`config.mk`:
```
export PLATFORM = sky130hd
export DESIGN_NAME = cartridge_image_loader
export DESIGN_NICKNAME = d
export VERILOG_FILES = /design/src/hdl/cil_pkg.sv /design/src/hdl/cartridge_image_loader.sv
export SDC_FILE = /design/constraint.sdc
export NUM_CORES = 1
export LEC_CHECK = 0
export BUFFER_PORTS_ARGS = -buffer_cell sky130_fd_sc_hd__buf_2
export CORE_UTILIZATION = 44
export CTS_BUF_LIST = sky130_fd_sc_hd__clkbuf_8
export DETAILED_ROUTE_END_ITERATION = 8
export PLACE_DENSITY = 0.66
export SLEW_MARGIN = 40
export SYNTH_ARGS = -nofsm -noshare
export SYNTH_HDL_FRONTEND = slang
export SYNTH_SLANG_ARGS = --single-unit
export TNS_END_PERCENT = 5
```
`constraint.sdc`:
```
create_clock -name i_clk -period 5.7 [get_ports i_clk]
set_input_delay 0.285 -clock i_clk [delete_from_list [all_inputs] [get_ports i_clk]]
set_output_delay 0.285 -clock i_clk [all_outputs]
set_load 0.01 [all_outputs]
```
`src/hdl/cil_pkg.sv`:
```
package cil_pkg;

    localparam int unsigned HDR_BYTES  = 16;
    localparam int unsigned CNT_W      = 17;
    localparam int unsigned ADDR_W     = 16;
    localparam int unsigned NUM_PEND   = 8;
    localparam int unsigned PEND_IDX_W = $clog2(NUM_PEND);
    localparam int unsigned NUM_VEC    = 6;
    localparam int unsigned VEC_IDX_W  = $clog2(NUM_VEC);

    localparam logic [7:0]        START_MARK = 8'h5A;
    localparam logic [7:0]        END_MARK   = 8'hA5;
    localparam logic [7:0]        MAJOR_VER  = 8'h01;
    localparam logic [CNT_W-1:0]  MEM_TOP    = 17'h10000;
    localparam logic [ADDR_W-1:0] VEC_BASE   = 16'hFFFA;

    localparam logic [3:0] IDX_START   = 4'd0;
    localparam logic [3:0] IDX_MAJOR   = 4'd2;
    localparam logic [3:0] IDX_BASE_LO = 4'd3;
    localparam logic [3:0] IDX_BASE_HI = 4'd4;
    localparam logic [3:0] IDX_SIZE_LO = 4'd5;
    localparam logic [3:0] IDX_SIZE_HI = 4'd6;
    localparam logic [3:0] IDX_TYPE    = 4'd7;
    localparam logic [3:0] IDX_VEC0    = 4'd8;
    localparam logic [3:0] IDX_VEC5    = 4'd13;
    localparam logic [3:0] IDX_CSUM    = 4'd14;
    localparam logic [3:0] IDX_END     = 4'd15;

    localparam logic [PEND_IDX_W-1:0] SLOT_WRITE  = 3'd0;
    localparam logic [PEND_IDX_W-1:0] SLOT_STATUS = 3'd7;

    typedef enum logic [1:0] {
        PH_HEADER  = 2'd0,
        PH_PAYLOAD = 2'd1,
        PH_DONE    = 2'd2
    } t_phase;

    typedef enum logic [2:0] {
        ST_OK        = 3'd0,
        ST_TOO_SMALL = 3'd1,
        ST_MARKERS   = 3'd2,
        ST_VERSION   = 3'd3,
        ST_CHECKSUM  = 3'd4,
        ST_NO_FIT    = 3'd5,
        ST_SIZE      = 3'd6
    } t_status;

    typedef enum logic {
        RK_WRITE  = 1'b0,
        RK_STATUS = 1'b1
    } t_kind;

    // keep the lowest nonzero fault code
    function automatic t_status merge_fault(input t_status cur, input t_status code);
        if (cur == ST_OK || code < cur) begin
            return code;
        end
        return cur;
    endfunction

endpackage

```
`src/hdl/cartridge_image_loader.sv`:
```
// Cartridge image loader.
// Configure i_cfg_wdata (image length, header included) with i_cfg_we while
// idle, then stream the image one byte per transfer on the input channel
// (i_in_valid / o_in_stall). The block checks the 16-byte header, turns each
// payload byte into a memory write result, then emits the selected vector
// writes at FFFA..FFFF and a final status result on the output channel
// (o_out_valid / i_out_stall). o_last_of_run marks the last result caused
// by one input byte.
// Latency: results of a byte appear the cycle after its transfer.
// Throughput: one byte per cycle while each byte yields at most one result
// and the receiver does not stall; a byte with more results holds the input
// until its last one leaves, one per cycle. Of the header bytes only the end
// marker and a first byte with a too short length yield results; bytes after
// the end yield none. Reset (synchronous, active low) returns to the header
// phase, clears the count, checksum and fault and drops pending results; the
// length register resets to zero. While the receiver stalls, the current
// result holds and the input stalls as soon as a byte's results are pending.
module cartridge_image_loader
    import cil_pkg::*;
(
    input  logic              i_clk,
    input  logic              i_rst_n,
    input  logic              i_cfg_we,
    input  logic [CNT_W-1:0]  i_cfg_wdata,
    input  logic              i_in_valid,
    output logic              o_in_stall,
    input  logic [7:0]        i_image_byte,
    output logic              o_out_valid,
    input  logic              i_out_stall,
    output logic              o_result_kind,
    output logic [ADDR_W-1:0] o_write_address,
    output logic [7:0]        o_write_data,
    output logic [2:0]        o_load_status,
    output logic              o_last_of_run
);

    logic [CNT_W-1:0]  r_image_length;
    logic [CNT_W-1:0]  r_byte_count, n_byte_count;
    t_phase            r_phase, n_phase;
    logic [7:0]        r_sum, n_sum;
    t_status           r_fault, n_fault;
    logic [ADDR_W-1:0] r_load_base, n_load_base;
    logic [ADDR_W-1:0] r_size, n_size;
    logic [2:0]        r_vmask, n_vmask;
    logic [7:0]        r_vec [NUM_VEC];
    logic              vec_we;
    logic [VEC_IDX_W-1:0] vec_widx;

    logic [NUM_PEND-1:0] r_pend, n_pend;
    logic [ADDR_W-1:0]   r_wr_addr, n_wr_addr;
    logic [7:0]          r_wr_data, n_wr_data;
    t_status             r_status, n_status;

    logic                  in_xfer, out_xfer, last;
    logic [NUM_PEND-1:0]   cur_hot, rest;
    logic [PEND_IDX_W-1:0] cur_idx;
    logic [VEC_IDX_W-1:0]  vec_ridx;
    logic [3:0]            idx;
    logic [7:0]            b;
    logic [NUM_PEND-1:0]   fin_bits;
    logic [CNT_W-1:0]      count_inc, need_len, fit_sum;
    t_status               f15;

    // output selection
    always_comb begin
        cur_hot = r_pend & (~r_pend + NUM_PEND'(1));
        rest    = r_pend & ~cur_hot;
        last    = (rest == '0);
        cur_idx = '0;
        for (int i = NUM_PEND - 1; i >= 0; i--) begin
            if (r_pend[i]) begin
                cur_idx = PEND_IDX_W'(i);
            end
        end
        if (cur_idx == SLOT_WRITE || cur_idx == SLOT_STATUS) begin
            vec_ridx = '0;
        end else begin
            vec_ridx = VEC_IDX_W'(cur_idx - PEND_IDX_W'(1));
        end
    end

    always_comb begin
        o_out_valid     = |r_pend;
        o_last_of_run   = last;
        o_result_kind   = RK_WRITE;
        o_write_address = '0;
        o_write_data    = '0;
        o_load_status   = ST_OK;
        case (cur_idx)
            SLOT_WRITE: begin
                o_write_address = r_wr_addr;
                o_write_data    = r_wr_data;
            end
            SLOT_STATUS: begin
                o_result_kind = RK_STATUS;
                o_load_status = r_status;
            end
            default: begin
                o_write_address = VEC_BASE + ADDR_W'(vec_ridx);
                o_write_data    = r_vec[vec_ridx];
            end
        endcase
    end

    assign out_xfer   = o_out_valid && !i_out_stall;
    assign o_in_stall = o_out_valid && !(out_xfer && last);
    assign in_xfer    = i_in_valid && !o_in_stall;

    // next state
    always_comb begin
        b            = i_image_byte;
        idx          = r_byte_count[3:0];
        n_byte_count = r_byte_count;
        n_phase      = r_phase;
        n_sum        = r_sum;
        n_fault      = r_fault;
        n_load_base  = r_load_base;
        n_size       = r_size;
        n_vmask      = r_vmask;
        n_wr_addr    = r_wr_addr;
        n_wr_data    = r_wr_data;
        n_status     = r_status;
        vec_we       = 1'b0;
        vec_widx     = VEC_IDX_W'(idx - IDX_VEC0);
        f15          = r_fault;
        n_pend       = out_xfer ? rest : r_pend;

        count_inc = r_byte_count + CNT_W'(1);
        need_len  = CNT_W'(HDR_BYTES) + CNT_W'(r_size);
        fit_sum   = CNT_W'(r_load_base) + CNT_W'(r_size);
        fin_bits  = {1'b1, {2{r_vmask[2]}}, {2{r_vmask[1]}}, {2{r_vmask[0]}}, 1'b0};

        if (in_xfer) begin
            n_pend = '0;
            case (r_phase)
                PH_HEADER: begin
                    if (idx == IDX_START && r_image_length < CNT_W'(HDR_BYTES)) begin
                        n_pend[SLOT_STATUS] = 1'b1;
                        n_status            = ST_TOO_SMALL;
                        n_phase             = PH_DONE;
                    end else begin
                        n_byte_count = count_inc;
                        if (idx >= IDX_BASE_LO && idx <= IDX_VEC5) begin
                            n_sum = r_sum + b;
                        end
                        case (idx)
                            IDX_START: begin
                                if (b != START_MARK) begin
                                    n_fault = merge_fault(r_fault, ST_MARKERS);
                                end
                            end
                            IDX_MAJOR: begin
                                if (b != MAJOR_VER) begin
                                    n_fault = merge_fault(r_fault, ST_VERSION);
                                end
                            end
                            IDX_BASE_LO: n_load_base = {r_load_base[15:8], b};
                            IDX_BASE_HI: n_load_base = {b, r_load_base[7:0]};
                            IDX_SIZE_LO: n_size      = {r_size[15:8], b};
                            IDX_SIZE_HI: n_size      = {b, r_size[7:0]};
                            IDX_TYPE:    n_vmask     = b[2:0];
                            IDX_CSUM: begin
                                if (b != r_sum) begin
                                    n_fault = merge_fault(r_fault, ST_CHECKSUM);
                                end
                            end
                            IDX_END: begin
                                if (b != END_MARK) begin
                                    f15 = merge_fault(f15, ST_MARKERS);
                                end
                                if (fit_sum > MEM_TOP) begin
                                    f15 = merge_fault(f15, ST_NO_FIT);
                                end
                                if (r_image_length != need_len) begin
                                    f15 = merge_fault(f15, ST_SIZE);
                                end
                                n_fault = f15;
                                if (f15 != ST_OK) begin
                                    n_pend[SLOT_STATUS] = 1'b1;
                                    n_status            = f15;
                                    n_phase             = PH_DONE;
                                end else if (r_size == '0) begin
                                    n_pend   = fin_bits;
                                    n_status = ST_OK;
                                    n_phase  = PH_DONE;
                                end else begin
                                    n_phase = PH_PAYLOAD;
                                end
                            end
                            default: begin
                                if (idx >= IDX_VEC0 && idx <= IDX_VEC5) begin
                                    vec_we = 1'b1;
                                end
                            end
                        endcase
                    end
                end
                PH_PAYLOAD: begin
                    n_wr_addr    = r_load_base + r_byte_count[ADDR_W-1:0]
                                   - ADDR_W'(HDR_BYTES);
                    n_wr_data    = b;
                    n_byte_count = count_inc;
                    n_pend       = '0;
                    n_pend[SLOT_WRITE] = 1'b1;
                    if (count_inc >= need_len) begin
                        n_pend   = fin_bits;
                        n_pend[SLOT_WRITE] = 1'b1;
                        n_status = ST_OK;
                        n_phase  = PH_DONE;
                    end
                end
                default: begin
                    n_pend = '0;
                end
            endcase
        end
    end

    always_ff @(posedge i_clk) begin
        if (!i_rst_n) begin
            r_image_length <= '0;
            r_byte_count   <= '0;
            r_phase        <= PH_HEADER;
            r_sum          <= '0;
            r_fault        <= ST_OK;
            r_pend         <= '0;
        end else begin
            if (i_cfg_we) begin
                r_image_length <= i_cfg_wdata;
            end
            r_byte_count <= n_byte_count;
            r_phase      <= n_phase;
            r_sum        <= n_sum;
            r_fault      <= n_fault;
            r_pend       <= n_pend;
        end
    end

    always_ff @(posedge i_clk) begin
        r_load_base <= n_load_base;
        r_size      <= n_size;
        r_vmask     <= n_vmask;
        r_wr_addr   <= n_wr_addr;
        r_wr_data   <= n_wr_data;
        r_status    <= n_status;
        if (vec_we) begin
            r_vec[vec_widx] <= b;
        end
    end

endmodule

```
# [Word level (Yosys, flattened, before mapping)]
# Memories as Yosys holds them, arrays and structs flattened.
# Index checks and enable logic that the tools add are counted.
[word_totals] regBits=117 out_inout_bits=31 memories=1 mem_bits_rw=48
[memory_table] name="r_vec" depth=6 word_bits=8 rd=1 rd_clocked_by_memory_dff=0 write_ports=1 line="cartridge_image_loader.sv:45" rtl="logic [7:0] r_vec [NUM_VEC];"
[classes] mux=111 reduce_logical=41 n_addsub=10 bitwise=9 order_cmp=11 eq_ne=25
[op_table] cell="3-bit 2-to-1 mux" n=44
[op_table] cell="16-bit one-hot mux with 2 select lines" n=3
[op_table] cell="1-bit 2-to-1 mux" n=45
[op_table] cell="8-bit 2-to-1 mux" n=5
[op_table] cell="17-bit one-hot mux with 2 select lines" n=1
[op_table] cell="8-bit one-hot mux with 2 select lines" n=2
[op_table] cell="5-bit AND reduction" n=5
[op_table] cell="16-bit by 16-bit adder with 17-bit output" n=1
[op_table] cell="17-bit by 1-bit adder with 17-bit output, second input constant" n=1
[op_table] cell="5-bit by 16-bit adder with 17-bit output, first input constant" n=1
[op_table] cell="17-bit >= comparator" n=1
[op_table] cell="17-bit greater-than comparator, second input constant" n=1
[op_table] cell="17-bit by 5-bit < comparator with 1-bit output, second input constant" n=1
[op_table] cell="17-bit 2-to-1 mux" n=1
[op_table] cell="17-bit inequality test" n=1
[op_table] cell="16-bit adder" n=1
[op_table] cell="8-bit bitwise AND" n=2
[op_table] cell="4-bit by 3-bit equality test with 1-bit output, second input constant" n=4
[op_table] cell="16-bit zero test" n=1
[op_table] cell="8-bit inverter" n=2
[op_table] cell="16-bit by 5-bit subtractor with 16-bit output, second input constant" n=1
[op_table] cell="7-bit 2-to-1 mux" n=2
[op_table] cell="3-bit zero test" n=4
[op_table] cell="2-bit inequality test, second input constant" n=6
[op_table] cell="other kinds (40)" n=71

# [Depth between registers and ports, before layout]
[depth] depth_word=52 mapped_depth=18 depth_no_buf=18

# [Least setup slack after synthesis]
# OpenSTA, ideal clock, no wires.
[synth_timing] kind="reg2reg" from="register r_byte_count[0]" to="register r_pend[7]" stages_incl_launch_ff=19 setup_slack_ns=1.779 path_buffers=0 setup_time_ns=0.115 arrival_time_ns=3.806 cell_sequence="dfxtp_1 > ha_1 > nand3_1 > nor3_1 > and3_1 > and3_1 > and3_1 > and3_1 > xnor2_1 > ha_1 > o21a_1 > o21a_1 > and3_1 > o211ai_1 > nand4b_1 > a21o_1 > o21ai_0 > nor2_2 > o21a_1"
[synth_between] elab_chain_cells=5 elab_cells_between_ends=10
[synth_rtl] element="start: declaration" line="cartridge_image_loader.sv:38" rtl="logic [CNT_W-1:0] r_byte_count, n_byte_count;"
[synth_rtl] element="start signal: assignment" line="cartridge_image_loader.sv:231" rtl="r_byte_count <= n_byte_count;"
[synth_rtl] element="17-bit by 1-bit adder with 17-bit output" line="cartridge_image_loader.sv:128" rtl="count_inc = r_byte_count + CNT_W'(1);"
[synth_rtl] element="via count_inc[14]" line="cartridge_image_loader.sv:61" rtl="logic [CNT_W-1:0] count_inc, need_len, fit_sum;"
[synth_rtl] element="17-bit >= comparator" line="cartridge_image_loader.sv:205" rtl="if (count_inc >= need_len) begin"
[synth_rtl] element="8-bit 2-to-1 mux" line="cartridge_image_loader.sv:205"
[synth_rtl] element="8-bit one-hot mux with 2 select lines" line="cartridge_image_loader.sv:135" rtl="case (r_phase)"
[synth_rtl] element="8-bit 2-to-1 mux" line="cartridge_image_loader.sv:133" rtl="if (in_xfer) begin"
[synth_rtl] element="end signal: assignment" line="cartridge_image_loader.sv:235" rtl="r_pend <= n_pend;"
[synth_rtl] element="end: declaration" line="cartridge_image_loader.sv:49" rtl="logic [NUM_PEND-1:0] r_pend, n_pend;"
# The timed path passes the listed nets, and every way through them passes these cells.
# A chain may end at the register's enable or synchronous reset.

# [Final worst setup path]
[layout_timing] from="register r_pend[6]" to="output port o_write_data[4]"
[layout_between] elab_chain_cells=12 elab_cells_between_ends=14
[layout_rtl] element="3-bit 2-to-1 mux * (7 in a row)" line="cartridge_image_loader.sv:71" rtl="if (r_pend[i]) begin"
[layout_rtl] element="branches (longest 4 deep; another with memory 6 x 8 bit)"
[layout_rtl] element="8-bit one-hot mux with 2 select lines *" line="cartridge_image_loader.sv:89" rtl="case (cur_idx)"
[layout_rtl] element="end: declaration" line="cartridge_image_loader.sv:32" rtl="output logic [7:0] o_write_data,"
# Every way passes the cells marked *.

==> impl_metrics.ini <==
[hold_path]
whs_endpoint = r_image_length[8]
hp-class = in -> reg
worstHoldStart = i_cfg_wdata[8]
whs_path_depth = 3

[placement]
gp_congestion = 0.968
io_buffer_count = 60
placed_cell_area_um2 = 11400
dpl.hpwl_um = 20100

[power_and_ir_drop]
ir_worst_vdd_mv = 0.145
cellPowerDensity_nw_per_um2 = 223
p_leak_nw = 4.92

[cts]
tritoncts = built
post_cts_resized = 0
clock_latency_ns = 0.47
h-tree-depth = 4
cts_made_buffers = 17
cts_max_path_buffers = 2
hold_buffers = 0
cts.clk_slew.worst_paths_ns = 0.10
post-cts-setup-buffers = 0
cts-root-buf = clkbuf_8
clock-sinks = 165

[yosys]
yosysWarnings = 0
synth_cells = 1093
postSynthRegisterBits = 165
synth_top_area_share_pct = 30.7
synth_seq_area_share_pct = 41.0
yosysUniqueCellTypes = 84
syn-cell-area_um2 = 10700
synth_enable_flop_cells = 110
syn_nets = 1206
yosysMostFrequentCell = edfxtp_1
async_reset_ff_share_pct = 0
netlist_top_cells_count = 110 x edfxtp_1, 80 x ha_1, 80 x inv_1, 74 x nand2_1, 60 x xnor2_1
yosys_most_used_dff = edfxtp_1
yosysTopAreaCell = edfxtp_1
synth_area_per_cell_um2 = 9.83
ys_top_cells_by_area = edfxtp_1 31%, dfxtp_1 10%, ha_1 9.3%

[die]
rows = 56
die_w_um = 158
die_h_um = 158
die-area_um2 = 25000
core_area_um2 = 23700
pin_count = 61
start_util_pct = 45.4

[route]
dr.pass1.iters = 5
wl_um = 27000
wire_per_inst_um = 18.4
drt_iter0_markers = 594
vias = 8276
drc = 0
antenna_left = 0
viasPerCell = 5.63

[worst_setup_path]
crit_arrival_ns = 4.42
critical_path_class = reg -> out
ff2ff_path_depth = 18
end_kind = output port
critPathLaunchType = register
critPathMaxFanout = 26
ff2ff_setup_slack_ns = 1.16
timing.rr.start = r_byte_count[0]
required_ns = 5.41
r2r_end = r_pend[7]

[sta]
tightestPinTransition_ns = 0.819
finalSetupTns_ns = 0
grt_setup_unrepaired = false
final-setup-viol-count = 0
hold_viol_final = 0
clock_skew_ns = 0.0158
max_slew_margin_pct = 45.2
fin_crit_sh_pct = 82.6
min_period_ns = 4.71
maxSlewViolCount = 0
max_freq_mhz = 212
hold_slack_ns = 0.0662

[final_layout]
design_area_um2 = 11700
nets = 1250
drive_above_1_share_pct = 12.0
insertedDiodeCount = 0
syn2layout_area_growth_pct = 9.35

[job]
cap_violations = 0

[global_route]
grtUsageTotal_pct = 22.5
grt_max_degree = 60
overflow = 0
antenna_found_initial = 1
grt_pass1_wl_um = 42400
first_global_vias = 7745

[status]
status = completed
==> layout by cell type, fill, tap and decap left out, types with 6 or more instances in the layout <==
master / count
and2_1: 41
and3_1: 32
a21o_1: 27
a211oi_1: 6
edfxtp_1: 110
mux2i_1: 36
xnor2_1: 60
buf_4: 14
o21a_1: 14
mux2_2: 8
o21ai_1: 9
buf_2: 59
ha_1: 80
clkbuf_8: 19
o21ai_0: 29
a31oi_1: 10
and4_1: 6
nand2_1: 74
a21oi_1: 36
nor4_1: 21
dfxtp_1: 55
o211ai_1: 13
xor2_1: 21
nand3_1: 25
inv_1: 84
nor2b_1: 30
nor3_1: 18
nand4_1: 21
nor2_1: 56
a22o_1: 10
o21bai_1: 10
nand2b_1: 17
==> worst max-delay path: stages (launching register included) <==
cell,delay [ns]
dfxtp_1,0.37
nand2b_1,0.16
a21oi_1,0.15
nor2_1,0.05
nor2_1,0.12
o21bai_2,0.07
buf_4,0.24
ha_1,0.23
nor2b_2,0.15
buf_4,0.22
nor2_1,0.60
and2_1,0.50
mux2_2,0.38
o211ai_1,0.20
o21ai_0,0.16
a22o_1,0.21
buf_2,0.13
==> power breakdown <==
part | leakage [nW] | switching [W] | internal, W
Combinational | 3.30 | 0.000248 | 0.000171
Clock | 0.213 | 0.000462 | 0.000413
Sequential | 1.41 | 0.0000368 | 0.00129
==> routing by layer <==
layer / global-route usage (%) / vias to the layer above / share of wire (%)
li1: - / 4043 / -
met1: 29.4 / 3974 / 44
met3: 4.11 / 27 / 5.6
met4: 6.59 / 0 / 1.6
met5: 0 / - / 0
met2: 37.8 / 232 / 48
==> per-stage QoR <==
step | std cells | total power, W | setup slack [ns] | util [%]
detailed placement | 1437 | 0.00177 | 1.21 | 47.9
finish | 1469 | 0.00262 | 0.991 | 49.6
global route | 1469 | 0.00273 | 0.648 | 49.6
floorplan | 1093 | 0.00164 | 1.78 | -
global placement | 1437 | 0.00177 | 1.36 | 47.9
CTS | 1469 | 0.00264 | 0.945 | 49.6
==> registers in the layout, indices dropped and copies added (netlist names), 3 cells and up <==
register        cells
r_byte_count       17
r_fault             3
r_image_length     17
r_load_base        16
r_pend              8
r_size             16
r_status            3
r_sum               8
r_vec              48
r_vmask             3
r_wr_addr          16
r_wr_data           8
==> cells by family after synthesis <==
group	after synthesis	synth area share, %
AND/OR/NAND/NOR	378	19.3
AO/OA/AOI/OAI	212	14.0
flip-flops	165	41.0
buffers and inverters	128	4.87
adder cells (fa/ha/maj)	84	9.98
XOR/XNOR	81	6.60
multiplexers	45	4.30
==> worst max path at each step <==
stage | from | end | slack, ns | depth (start not counted)
floorplan | r_byte_count[0] | r_pend[7] | 1.78 | 18
global route | r_pend[6] | o_write_data[4] | 0.65 | 16
detailed placement | r_byte_count[0] | r_pend[7] | 1.21 | 18
CTS | r_pend[6] | o_write_data[4] | 0.94 | 16
global placement | r_byte_count[0] | r_pend[7] | 1.36 | 18
finish | r_pend[6] | o_write_data[4] | 0.99 | 16
==> final cells by class <==
class,count,area [um2]
flip-flops and latches,165,4400
repair buffers,73,400
multi-input cells,800,5850
clock inverters,13,133
well taps,319,399
fillers,2244,11900
inverters,80,300
clock buffers,19,262
Power figures use the tool's default switching activity.
